===== config.mk =====
export PLATFORM = sky130hd
export DESIGN_NAME = rgb_to_hsv_converter
export DESIGN_NICKNAME = d
export VERILOG_FILES = /design/src/sv/rgbhsv_pkg.sv /design/src/sv/rgb_to_hsv_converter.sv
export SDC_FILE = /design/constraint.sdc
export NUM_CORES = 2
export LEC_CHECK = 0
export BUFFER_PORTS_ARGS = -buffer_cell sky130_fd_sc_hd__buf_2
export CORE_UTILIZATION = 45
export DETAILED_ROUTE_END_ITERATION = 12
export GPL_TIMING_DRIVEN = 1
export SYNTH_ARGS = -nofsm -noshare
export SYNTH_HDL_FRONTEND = slang
export SYNTH_SLANG_ARGS = --single-unit

===== constraint.sdc =====
create_clock -name clk -period 6.6 [get_ports clk]
set_input_delay 0.99 -clock clk [delete_from_list [all_inputs] [get_ports clk]]
set_output_delay 0.99 -clock clk [all_outputs]
set_load 0.02 [all_outputs]

===== src/sv/rgbhsv_pkg.sv =====
// Shared default sizes for the RGB to HSV converter.
`default_nettype none

package rgbhsv_pkg;

    localparam int unsigned CHANNEL_BITS_DEFAULT  = 8;
    localparam int unsigned FRACTION_BITS_DEFAULT = 16;

endpackage

`default_nettype wire


===== src/sv/rgb_to_hsv_converter.sv =====
// Pipelined RGB to HSV converter with bit-per-stage dividers for hue and saturation.
//
// An accepted request passes the input register, the set-up entry, the division stages
// and the output register before its done strobe; the two long divisions, one quotient
// bit per stage, set that depth. Throughput: one request per clock; busy is never raised,
// and the receiver cannot stall, so results leave in request order one per cycle.
// Reset (rst_n low, asynchronous) clears every valid bit; payload registers are not reset.
`default_nettype none

module rgb_to_hsv_converter
    import rgbhsv_pkg::*;
#(
    parameter int unsigned CHANNEL_BITS  = CHANNEL_BITS_DEFAULT,
    parameter int unsigned FRACTION_BITS = FRACTION_BITS_DEFAULT
)
(
    input  wire logic                       clk,
    input  wire logic                       rst_n,
    input  wire logic                       start,
    output logic                            busy,
    input  wire logic [CHANNEL_BITS-1:0]    red,
    input  wire logic [CHANNEL_BITS-1:0]    green,
    input  wire logic [CHANNEL_BITS-1:0]    blue,
    output logic                            done,
    output logic [FRACTION_BITS-1:0]        hue,
    output logic [FRACTION_BITS:0]          saturation,
    output logic [CHANNEL_BITS-1:0]         brightness
);

    localparam int unsigned CB = CHANNEL_BITS;
    localparam int unsigned F  = FRACTION_BITS;
    // Remainder width: the hue divisor is 6*delta < 2^(CB+3), and a shifted
    // remainder stays below twice the divisor.
    localparam int unsigned RW = CB + 4;
    // Quotient width: saturation reaches 2^F, so one bit above the fraction.
    localparam int unsigned QW = F + 1;

    // Hue offsets of the green and blue sectors, one third and two thirds of a turn.
    localparam logic [F-1:0] THIRD_TURN      = F'(((1 << F) + 1) / 3);
    localparam logic [F-1:0] TWO_THIRDS_TURN = F'(((2 << F) + 1) / 3);

    // Everything one request carries through the division stages.
    typedef struct packed {
        logic [CB-1:0]   vmax;      // brightness, also the saturation divisor
        logic [CB+2:0]   hdiv;      // six times delta, the hue divisor
        logic [RW-1:0]   srem;      // saturation partial remainder
        logic [RW-1:0]   hrem;      // hue partial remainder
        logic [QW-1:0]   sq;        // saturation quotient bits so far
        logic [QW-1:0]   hq;        // hue magnitude quotient bits so far
        logic            neg;       // hue difference was negative
        logic [F-1:0]    offset;    // sector offset of the hue
        logic            gray;      // max equals min
    } div_t;

    // One restoring division step on both dividers. The first step compares the
    // dividend itself; every later step shifts a zero into the remainder first.
    function automatic div_t div_step(input div_t cur, input logic first);
        div_t           nxt;
        logic [RW-1:0]  s_trial;
        logic [RW-1:0]  h_trial;
        logic [RW-1:0]  s_div;
        logic [RW-1:0]  h_div;
        logic           s_bit;
        logic           h_bit;
        nxt     = cur;
        s_div   = {{(RW-CB){1'b0}}, cur.vmax};
        h_div   = {1'b0, cur.hdiv};
        s_trial = first ? cur.srem : {cur.srem[RW-2:0], 1'b0};
        h_trial = first ? cur.hrem : {cur.hrem[RW-2:0], 1'b0};
        s_bit   = (s_trial >= s_div);
        h_bit   = (h_trial >= h_div);
        nxt.srem = s_bit ? (s_trial - s_div) : s_trial;
        nxt.hrem = h_bit ? (h_trial - h_div) : h_trial;
        nxt.sq   = {cur.sq[QW-2:0], s_bit};
        nxt.hq   = {cur.hq[QW-2:0], h_bit};
        return nxt;
    endfunction

    // The pipeline never holds a request back.
    assign busy = 1'b0;

    // ------------------------------------------------------------------
    // Stage 1: capture the incoming pixel.
    // ------------------------------------------------------------------
    logic           in_valid_reg;
    logic [CB-1:0]  red_reg;
    logic [CB-1:0]  green_reg;
    logic [CB-1:0]  blue_reg;

    always_ff @(posedge clk or negedge rst_n)
    begin
        if (!rst_n)
        begin
            in_valid_reg <= 1'b0;
        end
        else
        begin
            in_valid_reg <= start & ~busy;
        end
    end

    always_ff @(posedge clk)
    begin
        red_reg   <= red;
        green_reg <= green;
        blue_reg  <= blue;
    end

    // ------------------------------------------------------------------
    // Stage 2: max, min, delta, hue sector and the dividends.
    // Ties for the largest channel go to red, then green.
    // ------------------------------------------------------------------
    div_t           setup;
    logic [CB-1:0]  vmax;
    logic [CB-1:0]  vmin;
    logic [CB-1:0]  delta;
    logic [CB+2:0]  delta_ext;
    logic [CB:0]    diff;
    logic [CB:0]    diff_abs;

    always_comb
    begin
        vmax = red_reg;
        if (green_reg > vmax)
        begin
            vmax = green_reg;
        end
        if (blue_reg > vmax)
        begin
            vmax = blue_reg;
        end

        vmin = red_reg;
        if (green_reg < vmin)
        begin
            vmin = green_reg;
        end
        if (blue_reg < vmin)
        begin
            vmin = blue_reg;
        end

        delta     = vmax - vmin;
        delta_ext = {3'b000, delta};

        setup = '0;
        if (red_reg == vmax)
        begin
            diff          = {1'b0, green_reg} - {1'b0, blue_reg};
            setup.offset  = '0;
        end
        else if (green_reg == vmax)
        begin
            diff          = {1'b0, blue_reg} - {1'b0, red_reg};
            setup.offset  = THIRD_TURN;
        end
        else
        begin
            diff          = {1'b0, red_reg} - {1'b0, green_reg};
            setup.offset  = TWO_THIRDS_TURN;
        end

        // The difference never exceeds delta in size, so its magnitude fits CB bits.
        diff_abs = diff[CB] ? (~diff + 1'b1) : diff;

        setup.vmax = vmax;
        setup.hdiv = (delta_ext << 2) + (delta_ext << 1);
        setup.srem = {{(RW-CB){1'b0}}, delta};
        setup.hrem = {{(RW-CB){1'b0}}, diff_abs[CB-1:0]};
        setup.neg  = diff[CB];
        setup.gray = (delta == '0);
    end

    // ------------------------------------------------------------------
    // Division stages: one quotient bit of both dividers per stage.
    // Entry 0 holds the set-up values; entry k+1 holds k+1 quotient bits.
    // ------------------------------------------------------------------
    div_t   div_reg  [0:QW];
    div_t   div_next [0:QW];
    logic   valid_reg [0:QW];

    assign div_next[0] = setup;

    for (genvar k = 0; k < QW; k++)
    begin : g_div
        assign div_next[k+1] = div_step(div_reg[k], (k == 0));
    end

    always_ff @(posedge clk or negedge rst_n)
    begin
        if (!rst_n)
        begin
            for (int k = 0; k <= QW; k++)
            begin
                valid_reg[k] <= 1'b0;
            end
        end
        else
        begin
            valid_reg[0] <= in_valid_reg;
            for (int k = 0; k < QW; k++)
            begin
                valid_reg[k+1] <= valid_reg[k];
            end
        end
    end

    always_ff @(posedge clk)
    begin
        for (int k = 0; k <= QW; k++)
        begin
            div_reg[k] <= div_next[k];
        end
    end

    // ------------------------------------------------------------------
    // Output stage: floor toward minus infinity for a negative difference,
    // add the sector offset with wrap, and force gray pixels to zero.
    // ------------------------------------------------------------------
    logic           done_reg;
    logic [F-1:0]   hue_reg;
    logic [F-1:0]   hue_next;
    logic [F:0]     sat_reg;
    logic [F:0]     sat_next;
    logic [CB-1:0]  bright_reg;
    logic [F-1:0]   hue_mag;
    logic [F-1:0]   hue_signed;

    always_comb
    begin
        hue_mag    = div_reg[QW].hq[F-1:0] + {{(F-1){1'b0}}, |div_reg[QW].hrem};
        hue_signed = div_reg[QW].neg ? (~hue_mag + 1'b1) : div_reg[QW].hq[F-1:0];
        if (div_reg[QW].gray)
        begin
            hue_next = '0;
            sat_next = '0;
        end
        else
        begin
            hue_next = hue_signed + div_reg[QW].offset;
            sat_next = div_reg[QW].sq;
        end
    end

    always_ff @(posedge clk or negedge rst_n)
    begin
        if (!rst_n)
        begin
            done_reg <= 1'b0;
        end
        else
        begin
            done_reg <= valid_reg[QW];
        end
    end

    always_ff @(posedge clk)
    begin
        hue_reg    <= hue_next;
        sat_reg    <= sat_next;
        bright_reg <= div_reg[QW].vmax;
    end

    assign done       = done_reg;
    assign hue        = hue_reg;
    assign saturation = sat_reg;
    assign brightness = bright_reg;

endmodule

`default_nettype wire

---- Word level (Yosys, flattened, before mapping) ----
Memories as Yosys holds them, arrays and structs flattened.
Cells that the tools add are included.
word-level totals
  memories ................................ 1
  logic and storage cells ................. 158
  output and inout port bits .............. 43
  bits in read-only memories .............. 0
  bits in latches ......................... 0
  bits of input ports ..................... 27
  bits in writable memories ............... 1710
  register bits ........................... 85
memories
  memory   depth  bits a word  read ports  clocked after Yosys merged registers in  wr ports  line                         RTL
  div_reg  18     95           18          0                                        18        rgb_to_hsv_converter.sv:178  div_t div_reg [0:QW];
operators by class
  multipliers ............................. 0
  shift operators ......................... 0
  muxes and demuxes ....................... 44
  order comparisons ....................... 38
  eq/ne operators ......................... 2
  reduce and logical (&&, ||, !) cells .... 2
  bitwise operators ....................... 2
  add/sub/neg operators ................... 43
  divide/modulo/power cells ............... 0
operators by type and width
  operator                 number
  $mux W12                 34
  $ge A12 B11 Y1           17
  $ge A12 B8 Y1            17
  $sub A12 B11 Y12         17
  $sub A12 B8 Y12          17
  $mux W16                 3
  $mux W8                  5
  $sub A8 B8 Y9            3
  $mux W9                  2
  $add A16 B1 Y16          1
  $add A16 B1 Y16 const B  1
  $add A16 B16 Y16         1
  $eq A8 B8 Y1             2
  $gt A8 B8 Y1             2
  $lt A8 B8 Y1             2
  $not A16 Y16             1
  $reduce_or A12 Y1        1
  $add A10 B9 Y11          1
  $add A8 B1 Y8 const B    1
  $logic_not A8 Y1         1
  $not A8 Y8               1
  $sub A8 B8 Y8            1

---- Logic depth before layout (Yosys ltp) ----
  depth in word-level cells ............... 10
  gate-level depth with buffers ........... 32
  mapped depth without buffers ............ 29

---- Least setup slack after synthesis ----
Ideal clock, no wire load.
  kind .................................... register to register
  from .................................... register green_reg[6]
  to ...................................... memory div_reg[0][84] in the netlist's numbering
  data required time ...................... 6480 ps
  period minus slack after synthesis ...... 7054 ps
  arrival time ............................ 6934 ps
  setup time .............................. 120 ps
  cell stages (with the launch flop) ...... 28
  slack ................................... -454 ps
  buffers on the path ..................... 3
  cells stage by stage .................... dfxtp_1 -> inv_1 -> ha_1 -> a21o_1 -> a221oi_1 -> clkbuf_1 -> nand2_1 -> o21ai_0 -> inv_1 -> ha_1 -> a41o_1 -> a221oi_1 -> and3_4 -> buf_6 -> clkbuf_1 -> a21oi_1 -> a31oi_1 -> inv_1 -> ha_1 -> inv_1 -> fa_1 -> ha_1 -> fa_1 -> a21o_1 -> a21oi_1 -> o21bai_1 -> maj3_1 -> xor2_1
RTL lines
  item                      line                         RTL
  start: declaration        rgb_to_hsv_converter.sv:87   logic [CB-1:0] green_reg;
  start signal: assignment  rgb_to_hsv_converter.sv:105  green_reg <= green;
  end: declaration          rgb_to_hsv_converter.sv:178

==> results.ini <==
[setup_path]
worstSetupPathType = flip-flop to flip-flop
cp.required_ps = 7160
r2r_cells = 28
crit_fanout = 4
slowest_stage = fa_1
crit_path_end_kind = flip-flop
critPathLaunchType = flip-flop
crit_top_cell = inv_1
crit_arrival_ps = 6850
slowest_delay_ps = 470

[layout]
diodes = 0
final_common_cell = dfxtp_1
syn2layout_area_growth_pct = 16.1
nets = 4971
multi_input_area_sq_um = 18800
fillers = 8528
drive_above_1_share = 0.102
most-common-layout-cells = dfxtp_1, inv_1, ha_1
largest_reg_flops = 1056
ff_latch_area_sq_um = 22900

[clocking]
cts_num_sinks = 1141
clk_pin_slew_ps = 70
cts-root-buf = clkbuf_16
hold_buffers = 0
numCtsBuffers = 114
clk_latency_ps = 700
cts_tree = done
cts.path.max_buffers = 3
cts-htree-levels = 3

[logic_synthesis]
synth_top_cell_by_area = dfxtp_1
avgSynthCellArea_sq_um = 10.2
yosysSeqAreaShare = 0.522
ys_ff_latch = 1141
yosys-top-cells-area = dfxtp_1, ha_1, inv_1
yosys_warnings = 0
ys_types = 89
async_reset_ff_frac = 0.0175
synth_enable_flop_cells = 0
synth-main-ff-cell = dfxtp_1
synth_nets = 4755
netlist_area_sq_um = 43900
synthCells = 4313
yosysTopAreaCellShare = 0.511

[sta]
slew_violations = 0
maxSlewHeadroom = 0.211
timing.fmax_mhz = 159
period_share = 0.953
fin_crit_ps = 6290
fin_ws_ps = 310
fin_skew_ps = 35.2
finalSetupViolCount = 0
worst_pin_slew_ps = 1180
hold_viol_final = 0

[detailed_routing]
firstDrtPassIters = 6
totalWireLength_um = 81200
viasPerCell = 4.77
wl_per_cell_um = 13.8
final_antenna_net_count = 0
drt_iter0_drc = 1470
drc = 0
vias = 28153

[floorplanning]
core_sq_um = 96700
start_util = 0.454
io_pins = 70
die_x_um = 314
die_y_um = 314
placement_rows = 114
fp.dieArea_sq_um = 98900

[placed_design]
place.gp.congestion = 0.896
port_buffers = 68
dp_hpwl_um = 61700
dp_slack_ps = 96.8

[worst_hold_path]
hp-class = primary input to async pin

[global_routing]
antenna_found_initial = 0
grt_pass1_wl_um = 135000
grt_pass1_vias = 27880
grt_usage = 0.166
grt_max_degree = 34
overflow = 0

[run_status]
status = complete, no violations

[job]
drv_cap = 0

## routing by layer
| metal | vias to the layer above | part of all wire | global-route usage |
|---|---|---|---|
| met5 | - | 0 | 0 |
| met4 | 0 | 0.030 | 0.0637 |
| met3 | 151 | 0.038 | 0.0292 |
| met2 | 382 | 0.46 | 0.282 |
| met1 | 12756 | 0.47 | 0.211 |
| li1 | 14864 | - | - |
## per-stage QoR
stage / hold slack (ps) / util / instance area, sq um / TNS (ps) / instances
2_1_floorplan: 310 / - / 44000 / 0 / 4313
3_3_place_gp: 310 / 0.480 / 46400 / 0 / 5688
3_5_place_dp: 312 / 0.480 / 46400 / 0 / 5688
4_1_cts: 207 / 0.526 / 50900 / 0 / 5905
5_1_grt: 259 / 0.527 / 51000 / -35.3 / 5906
6_report: 253 / 0.527 / 51000 / 0 / 5906
## critical path, delay by kind of cell (launching register included)
kind                       cells  cell delay, ps
adders and majority gates      7            2400
and+or+nand+nor                8            1690
buffers and inverters          6             570
AOI/OAI and AO/OA              7            1140
DFF                            1             380
## area by class of cell
| cell class | instances | area share |
|---|---|---|
| clock buffers | 142 | 0.0628 |
| clock inverters | 75 | 0.0238 |
| inverters | 531 | 0.0391 |
| multi-input cells | 2558 | 0.369 |
| flip-flops and latches | 1141 | 0.450 |
| well taps | 1276 | 0.0313 |
| repair buffers | 183 | 0.0237 |
## kinds of logic (layout without fill, tap and decap cells)
| family | after synthesis | in the layout | synth area share |
|---|---|---|---|
| muxes | 64 | 64 | 0.0159 |
| and+or+nand+nor | 869 | 869 | 0.0960 |
| other | 1 | 1 | 0.0000853 |
| xor gates and xnor gates | 293 | 293 | 0.0584 |
| AOI/OAI and AO/OA | 914 | 914 | 0.129 |
| DFF | 1141 | 1141 | 0.522 |
| adders and majority gates | 417 | 417 | 0.125 |
| buffers and inverters | 614 | 931 | 0.0531 |
## synth_stat cells, types with 4 or more instances
library cell	instances
o311ai_0	5
mux2_2	31
nand2_1	216
o31ai_1	28
nand3_1	48
nor4_1	25
a31oi_1	14
o21ai_0	217
o211ai_1	8
and3_1	5
dfxtp_1	1121
a221oi_1	22
clkbuf_1	74
or2_2	5
a21boi_0	32
a211oi_1	36
mux2i_1	29
or4_1	11
dfrtp_1	20
o41ai_1	4
nor2b_1	75
and4_1	5
inv_1	530
fa_1	39
and2_1	42
xor2_1	92
nand4_1	54
a21o_1	162
nand2b_1	66
a21oi_1	316
o21a_1	4
nor3_1	35
ha_1	376
o21bai_1	18
a211o_1	4
nor2_1	266
xnor2_1	201
a311oi_1	5
## final timing paths
check | start | to | slack, ps
max | green_reg[5]$_DFF_P_ | div_reg[0][86]$_DFF_P_ | 310
min | rst_n | done$_DFF_PN0_ | 250
max reg2reg | green_reg[5]$_DFF_P_ | div_reg[0][86]$_DFF_P_ | 310
min reg2reg | div_reg[9][15]$_DFF_P_ | div_reg[10][15]$_DFF_P_ | 290
max in group asynchronous | rst_n | valid_reg[11]$_DFF_PN0_ | 6040
min in group clk | div_reg[9][15]$_DFF_P_ | div_reg[10][15]$_DFF_P_ | 290
## repair_timing
| item | in CTS | in global routing |
|---|---|---|
| buffers inserted | 0 | 1 |
| hold endpoints to repair | 0 | 0 |
| gates resized for setup | 0 | 27 |
| endpoints found under the setup margin | 0 | 8 |
Power is left out: the tool's default activity adds up to more than one toggle a clock period on the data nets, which glitch-free logic cannot reach.
